### config.mk
export PLATFORM = sky130hd
export DESIGN_NAME = imvt_div
export DESIGN_NICKNAME = d
export VERILOG_FILES = /design/src/rtl/imvt_pkg.sv /design/src/rtl/imvt_div.sv
export SDC_FILE = /design/constraint.sdc
export NUM_CORES = 1
export LEC_CHECK = 0
export ABC_AREA = 0
export BUFFER_PORTS_ARGS = -buffer_cell sky130_fd_sc_hd__buf_4
export CAP_MARGIN = 15
export CORE_ASPECT_RATIO = 1.5
export CORE_UTILIZATION = 50
export DETAILED_ROUTE_END_ITERATION = 10
export PLACE_DENSITY = 0.84
export SYNTH_ARGS = -nofsm -noshare
export SYNTH_HDL_FRONTEND = slang
export SYNTH_SLANG_ARGS = --single-unit
### constraint.sdc
create_clock -name aclk -period 3.2 [get_ports aclk]
set_input_delay 0.32 -clock aclk [delete_from_list [all_inputs] [get_ports aclk]]
set_output_delay 0.32 -clock aclk [all_outputs]
set_load 0.02 [all_outputs]
### src/rtl/imvt_pkg.sv
// ----------------------------------------------------------------------------
// imvt_pkg
// Shared types and constants for the image mean / variance block.
// ----------------------------------------------------------------------------
package imvt_pkg;

    localparam int MAX_PIXELS = 65536;
    localparam int PIXEL_BITS = 16;
    localparam int ADDR_W     = $clog2(MAX_PIXELS);
    localparam int CNT_W      = $clog2(MAX_PIXELS + 1);

    // shared divider: dividend is the widest sum shifted by 8
    localparam int DVD_W = 56;
    localparam int DVS_W = CNT_W;

    localparam int CFG_IDX_W = 8;
    localparam int CFG_DAT_W = 16;
    localparam logic [CFG_IDX_W-1:0] CFG_THRESHOLD  = 8'd0;
    localparam logic [CFG_IDX_W-1:0] CFG_VARIANCE_EN = 8'd1;

    typedef struct packed {
        logic [15:0] pixel;
        logic        last;
    } pixel_in_t;

    typedef struct packed {
        logic [23:0] mean;
        logic [39:0] variance;
        logic [23:0] clipped_mean;
        logic [16:0] above_count;
        logic        none_above;
    } result_t;

endpackage

### src/rtl/imvt_div.sv
// ----------------------------------------------------------------------------
// imvt_div
// Restoring divider, one quotient bit per cycle, truncating.
// ----------------------------------------------------------------------------
module imvt_div (
    input  logic                        aclk,
    input  logic                        aresetn,
    input  logic                        start,
    input  logic [imvt_pkg::DVD_W-1:0]  dividend,
    input  logic [imvt_pkg::DVS_W-1:0]  divisor,
    output logic                        done,
    output logic [imvt_pkg::DVD_W-1:0]  quotient
);
    import imvt_pkg::*;

    localparam int STEP_W = $clog2(DVD_W);

    logic [DVD_W-1:0]  dvd_reg, dvd_next;
    logic [DVS_W-1:0]  dvs_reg;
    logic [DVS_W-1:0]  rem_reg, rem_next;
    logic [STEP_W-1:0] step_reg;
    logic              busy_reg, done_reg;
    logic [DVS_W:0]    rem_sh;
    logic              ge;

    always_comb begin
        rem_sh   = {rem_reg, dvd_reg[DVD_W-1]};
        ge       = (rem_sh >= {1'b0, dvs_reg});
        rem_next = ge ? DVS_W'(rem_sh - {1'b0, dvs_reg}) : rem_sh[DVS_W-1:0];
        dvd_next = {dvd_reg[DVD_W-2:0], ge};
    end

    always_ff @(posedge aclk) begin
        if (!aresetn) begin
            busy_reg <= 1'b0;
            done_reg <= 1'b0;
        end else begin
            done_reg <= 1'b0;
            if (start) begin
                busy_reg <= 1'b1;
                dvd_reg  <= dividend;
                dvs_reg  <= divisor;
                rem_reg  <= '0;
                step_reg <= STEP_W'(DVD_W - 1);
            end else if (busy_reg) begin
                dvd_reg <= dvd_next;
                rem_reg <= rem_next;
                step_reg <= step_reg - 1'b1;
                if (step_reg == '0) begin
                    busy_reg <= 1'b0;
                    done_reg <= 1'b1;
                end
            end
        end
    end

    assign done     = done_reg;
    assign quotient = dvd_reg;

endmodule

### After elaboration in Yosys (flattened, before gate mapping)

Cells that the tools add are included.

| cells by class | value |
|---|---|
| add/subtract/negate cells | 2 |
| order comparisons | 1 |
| muxes and demuxes | 9 |
| bitwise operators | 2 |
| reductions and logical operators | 5 |

Operators with widths:

| cell | count |
|---|---|
| 2-to-1 mux 56 bit | 2 |
| 2-to-1 mux 17 bit | 2 |
| >= comparator 18 x 17 -> 1 bit | 1 |
| subtractor 17 bit | 1 |
| logical NOT 6 bit | 1 |
| 2-to-1 mux 6 bit | 1 |
| subtractor 6 x 1 -> 6 bit, second input constant | 1 |
| 2-to-1 mux 1 bit | 4 |
| AND reduction 2 bit | 2 |
| OR reduction 3 bit | 1 |
| inverter 1 bit | 2 |
| nonzero test 2 bit | 1 |

| word-level totals | value |
|---|---|
| register bits after elaboration | 98 |
| input port bits | 76 |
| output and inout port bits | 57 |
| word-level logic and storage cells | 25 |

### Depth between registers and ports, before layout

Gate-level depths: netlist (run 1).

| depth | value |
|---|---|
| depth after elaboration | 4 |
| gate-level depth with buffers | 11 |
| gate-level depth less buffers | 10 |

### Worst setup path before layout (run 1)

OpenSTA, ideal clock, no wires.

| path | value |
|---|---|
| path kind | input -> register |
| from | input port start |
| to | register dvd_reg[0], in the netlist quotient[0] (enable) |
| library setup time | 0.444 ns |
| arrival time | 2.456 ns |
| path slack | 0.300 ns |
| stages | 2 |
| path buffers | 1 |
| cells stage by stage | clkbuf_1 > o21a_1 |

| between the ends | value |
|---|---|
| cells in the longest elaborated chain, start to end | 2 |

RTL lines:

| what | RTL line | text |
|---|---|---|
| start, declared | imvt_div.sv:8 | `input logic start,` |
| nonzero test 2 bit (no line) | n/a |  |
| AND reduction 2 bit (no line) | n/a |  |
| end signal, assigned | imvt_div.sv:41 | `dvd_reg <= dividend;` |
| end signal, assigned | imvt_div.sv:46 | `dvd_reg <= dvd_next;` |
| end, declared | imvt_div.sv:18 | `logic [DVD_W-1:0] dvd_reg, dvd_next;` |

Every way passes these cells.
A chain may end at the register's enable or synchronous reset.

### Final worst setup path (run 1)

| path | value |
|---|---|
| from | register dvd_reg[55], in the netlist quotient[55] |
| to | register rem_reg[3] (data pin) |

| between the ends | value |
|---|---|
| cells in the longest elaborated chain, start to end | 3 |
| elaborated cells between the ends (all ways) | 4 |

RTL lines:

| what | RTL line | text |
|---|---|---|
| subtractor 17 bit or >= comparator 18 x 17 -> 1 bit (tied branches) | imvt_div.sv:29, imvt_div.sv:28 |  |
| 2-to-1 mux 17 bit * | imvt_div.sv:29 | `rem_next = ge ? DVS_W'(rem_sh - {1'b0, dvs_reg}) : rem_sh[DVS_W-1:0];` |
| 2-to-1 mux 17 bit * | imvt_div.sv:45 | `end else if (busy_reg) begin` |
| end signal, assigned | imvt_div.sv:47 | `rem_reg <= rem_next;` |
| end, declared | imvt_div.sv:20 | `logic [DVS_W-1:0] rem_reg, rem_next;` |

Every way passes the cells marked *; elsewhere a longest branch is shown, timed or not. The select of a mux whose other input is x is not followed.

==> results.yml, run 1 <==
global_route:
  grt_pass1_vias: 3864
  globalRoute.totalOverflow: 0
  grt_antenna_before_repair: 0
  grt_max_degree: 81
  busiest_layer: "met2"
  grt_use_met3_pct: 7.36
  track_usage_pct: 23.5
  gr-usage-met1_pct: 24.7
  use_met2_pct: 42.2
  grt_pass1_wl_mm: 18.8
timing:
  finalHoldViolations: 0
  relSlewSlack_pct: 37.5
  tightest_slew_ps: 937
  setup_viol: 0
  rsz0062_at_grt: "false"
  fmax_mhz: 332
  slew_violations: 0
  finalCritPeriodShare_pct: 94.1
  finClkSkew_ps: 7.09
  hold-worst-slack_ps: 150
  min_period_ps: 3010
  tns_ps: 0
power:
  clkPwrFrac_pct: 31.1
  power.leakage_nw: 2.65
  switching_share_pct: 26.9
  p_comb_share_pct: 22.5
  ir_drop_mv: 0.367
  p_seq_share_pct: 46.4
  power_density_nw_per_um2: 531
  p_sw_mw: 0.920
  p_int_mw: 2.50
  power.total_mw: 3.42
clock_network:
  cts_max_level: 3
  cts-resized-gates: 0
  holdBufCountCts: 0
  cts_num_sinks: 98
  clockBufferDepth: 2
  insertion_delay_ps: 340
  cts_buffers: 9
  cts_root_buffer: "clkbuf_16"
  clk_pin_slew_ps: 70
  cts_tree: "built"
synth:
  yosys_warnings: 0
  synthFlopType: "edfxtp_1"
  seq_area_frac_synth_pct: 58.2
  synthesis.area_um2: 5020
  synth-seq-cells: 98
  postSynthAreaPerCell_um2: 13.5
  synth-async-reset-ratio_pct: 0
  synthesis.nets: 468
  synth_edf_count: 96
  synth_cells: 372
  synth_cell_types: 53
route:
  antenna_left: 0
  vias: 3577
  drc: 0
  drt-wirelength-per-cell_um: 18.6
  via_per_inst: 5.70
  drtPass1Iterations: 4
  drtIter0Drc: 139
  routed_wl_mm: 11.7
worst_setup_path:
  required_ps: 3270
  critical-path-slowest-cell: "a221o_1"
  crit_path_start_kind: "register"
  cp_top_family: "compound AO/OA/AOI/OAI gates"
  critPathMaxFanout: 12
  crit_path_end_kind: "register"
  critPathArrivalTime_ps: 3080
  cpPeakStageDelay_ps: 430
  crit_chain: "inv_1, ha_1, inv_1, fa_1, a21o_1, a221o_1, a211oi_4, o31ai_4, buf_4, mux2i_1, nor2_1"
  crit_type: "register to register"
  r2r_start: "quotient[55]"
  crit_top_cell: "inv_1"
  crit_start: "quotient[55]"
  crit_buf_inv: 3
die:
  coreArea_um2: 9740
  die_w_um: 83.8
  start_util_pct: 51.5
  ios: 133
  die_height_um: 125
  fp-row-count: 44
  dieArea_um2: 10500
worst_hold_path:
  hp-start: "divisor[5]"
  min_path_type: "input port to register"
layout:
  num_antenna_cells: 0
  synthToLayoutAreaGrowth_pct: 28.2
  largest_reg_flops: 56
  drive_gt1_share_pct: 42.5
  finish.utilization_pct: 66.1
  final_cells: 628
  fin_nets: 604
outcome:
  status: "finished, final reports clean"
run:
  maxCapViolations: 0
placed_design:
  numPortBuffers: 132
  gp_congestion: 0.882
  dp.cells: 611
  post-dp-hpwl_mm: 8.66
cells in the final DEF, fill, tap and decap left out, types with 9 or more instances in the layout:
master,n
ha_1,19
nor2_1,22
a21o_1,10
xnor2_1,10
clkbuf_16,9
nand2_1,17
edfxtp_1,96
a21oi_1,19
buf_4,137
inv_1,23
mux2_2,55
what timing repair did:
| item | 4_1_cts | 5_1_grt |
|---|---|---|
| buffers inserted | 0 | 1 |
| hold endpoints to repair | 0 | 0 |
| endpoints found under the setup margin | 0 | 9 |
final cells by class:
type | count | area, um2
Clock inverter | 5 | 55.1
Timing Repair Buffer | 138 | 1050
Multi-Input combinational cell | 237 | 1940
Tap cell | 115 | 144
Fill cell | 712 | 3310
Clock buffer | 11 | 233
Inverter | 24 | 90.1
Sequential cell | 98 | 2920
power groups by stage:
| stage | clock [mW] | combinational, mW | sequential, mW |
|---|---|---|---|
| 2_1_floorplan | 0 | 0.461 | 1.66 |
| 3_3_place_gp | 0 | 0.736 | 1.61 |
| 3_5_place_dp | 0 | 0.761 | 1.61 |
| 4_1_cts | 1.08 | 0.766 | 1.59 |
| 5_1_grt | 1.12 | 0.837 | 1.60 |
| 6_report | 1.06 | 0.769 | 1.59 |
cell families (layout without fill, tap and decap cells):
family,count (synthesis),after routing,share of synthesized area [%]
DFF,98,98,58.2
and+or+nand+nor,72,72,7.00
AOI/OAI and AO/OA,70,70,10.3
muxes,63,63,14.0
buffers and inverters,37,178,3.24
adders and majority gates,20,20,5.13
xor gates and xnor gates,12,12,2.09
synth_stat cells (2+ instances only):
master / count / area, um2
mux2_2: 55 / 619
nor3_1: 7 / 35.0
a2111oi_0: 2 / 17.5
a211oi_2: 3 / 37.5
o21ai_1: 2 / 10.0
mux2i_1: 7 / 70.1
nand4_1: 3 / 18.8
o21a_1: 5 / 37.5
and3_1: 5 / 31.3
xnor2_1: 10 / 87.6
ha_1: 19 / 238
o21ai_0: 6 / 30.0
o22ai_1: 2 / 12.5
nand3_1: 6 / 30.0
dfxtp_1: 2 / 40.0
a21o_1: 10 / 75.1
o311ai_0: 4 / 35.0
xor2_1: 2 / 17.5
clkbuf_1: 8 / 30.0
a221oi_1: 3 / 26.3
nand2_1: 17 / 63.8
buf_6: 3 / 33.8
nor2_1: 22 / 82.6
edfxtp_1: 96 / 2880
a21oi_1: 19 / 95.1
o211ai_1: 2 / 15.0
inv_1: 23 / 86.3
nand2b_1: 2 / 12.5
or3_1: 3 / 18.8
layer usage:
layer / share of wire, % / up-vias
met5: 0 / -
met1: 37 / 1721
met3: 7.5 / 19
li1: - / 1692
met4: 2.5 / 0
met2: 53 / 145
metrics by stage:
| step | instance area [um2] | setup slack, ps |
|---|---|---|
| floorplan | 5020 | 300 |
| global placement | 6140 | 266 |
| detailed placement | 6140 | 132 |
| CTS | 6430 | 122 |
| global route | 6440 | 20.4 |
| finish | 6440 | 189 |
worst paths after layout:
path,slack (ps),to,depth (start not counted)
min reg2reg,460,done,2
min,150,dvs_reg[5],1
max reg2reg,190,rem_reg[3],11
max,190,rem_reg[3],11
Power figures use the tool's default switching activity.
==> run 2: changes to the inputs <==
CORE_MARGIN = 2   (was not set)
REMOVE_ABC_BUFFERS = 1   (was not set)
clock period = 3.7 ns   (was 3.2 ns; I/O delays follow)
==> results.yml, run 2 (synthesized netlist as in run 1, its figures left out) <==
worst_setup_path:
  cpPeakStageDelay_ps: 440
  crit_path_start_kind: "register"
  crit_path_end_kind: "register"
  reg2reg_depth: 11
  crit_type: "register to register"
  critPathMaxFanout: 18
  crit_top_cell: "inv_1"
  critical-path-slowest-cell: "a221o_1"
  critPathArrivalTime_ps: 3170
  required_ps: 3770
  crit_chain: "inv_1, ha_1, inv_1, fa_1, a21o_1, a221o_1, a211oi_4, o31ai_4, buf_8, mux2i_1, nor2_1"
die:
  fp-row-count: 44
  die_height_um: 127
  dieArea_um2: 10900
  die_w_um: 85.8
  start_util_pct: 51.5
  ios: 133
  coreArea_um2: 9740
clock_network:
  cts_buffers: 9
  cts_root_buffer: "clkbuf_16"
  cts-resized-gates: 0
  cts_setup_buffers: 0
  clk_pin_slew_ps: 70
  insertion_delay_ps: 330
  cts_num_sinks: 98
  cts_max_level: 3
  holdBufCountCts: 0
  clockBufferDepth: 2
  cts_tree: "built"
placed_design:
  gp_congestion: 0.873
  place_ws_ps: 517
  post-dp-hpwl_mm: 8.37
  numPortBuffers: 132
timing:
  finalCritPeriodShare_pct: 83.7
  rsz0062_at_grt: "false"
  finClkSkew_ps: 7.52
  min_period_ps: 3100
  setup_viol: 0
  tns_ps: 0
  setup_slack_ps: 602
  fmax_mhz: 323
  relSlewSlack_pct: 26.0
  finalHoldViolations: 0
  tightest_slew_ps: 1110
  slew_violations: 0
  hold-worst-slack_ps: 209
layout:
  synthToLayoutAreaGrowth_pct: 27.0
  num_antenna_cells: 0
  multi_input_area_um2: 1940
  nFillCells: 705
  ff_latch_area_um2: 2920
  final_common_cell: "buf_4"
  largest_reg_flops: 56
  drive_gt1_share_pct: 42.2
  final_cell_mix: "buf_4 (133), edfxtp_1 (96), mux2_2 (55)"
  fin_nets: 600
global_route:
  track_usage_pct: 21.6
  globalRoute.totalOverflow: 0
  grt_pass1_wl_mm: 18.1
  grt_antenna_before_repair: 0
  grt_max_degree: 81
  grt_pass1_vias: 3691
route:
  drc: 0
  vias: 3577
  drt-wirelength-per-cell_um: 18.6
  routed_wl_mm: 11.6
  antenna_left: 0
  drtIter0Drc: 237
  via_per_inst: 5.73
  drtPass1Iterations: 4
power:
  power.total_mw: 2.87
  ir_drop_mv: 0.313
  power.leakage_nw: 2.62
  power_density_nw_per_um2: 450
run:
  maxCapViolations: 0
outcome:
  status: "finished, final reports clean"
worst_hold_path:
  min_path_cells: 1
  min_path_type: "input port to register"
[run 2: final timing paths]
check / from / to / slack, ps
max: quotient[55] / rem_reg[3] / 600
min: divisor[2] / dvs_reg[2] / 210
max reg2reg: quotient[55] / rem_reg[3] / 600
min reg2reg: busy_reg / done / 470
[run 2: through the flow]
stage	instance area [um2]	util, %	std cells
2_1_floorplan	4950	-	359
3_3_place_gp	6100	62.6	607
3_5_place_dp	6100	62.6	607
4_1_cts	6360	65.3	623
5_1_grt	6380	65.4	624
6_report	6380	65.4	624
[run 2: layer usage]
layer	wire length [um]	track usage (%)	part of all wire, %	up-vias
li1	-	-	-	1686
met1	4290	24.2	37	1753
met2	6340	38.3	55	117
met3	647	5.34	5.6	21
met4	330	9.43	2.8	0
met5	0	0	0	-
[run 2: final cells by class]
cell class | instances | share of cell area (%)
tap | 115 | 2.26
clock inverter | 6 | 0.530
inverter | 24 | 1.41
clock buffer | 10 | 3.59
sequential | 98 | 45.8
multi-input combinational | 237 | 30.5
timing repair buffer | 134 | 15.9
[run 2: worst max-delay path, delay by kind of cell, from the launching register on]
| family | cells | cell delay [ps] |
|---|---|---|
| compound gates | 4 | 1210 |
| fa+ha+maj | 2 | 570 |
| simple gates | 1 | 60 |
| flops | 1 | 420 |
| mux | 1 | 220 |
| buf+inv | 3 | 350 |
[run 2: power by group]
group | switching (mW) | internal [mW] | total [mW]
Sequential | 0.0423 | 1.33 | 1.37
Combinational | 0.357 | 0.304 | 0.662
Clock | 0.388 | 0.450 | 0.838
Total | 0.787 | 2.08 | 2.87
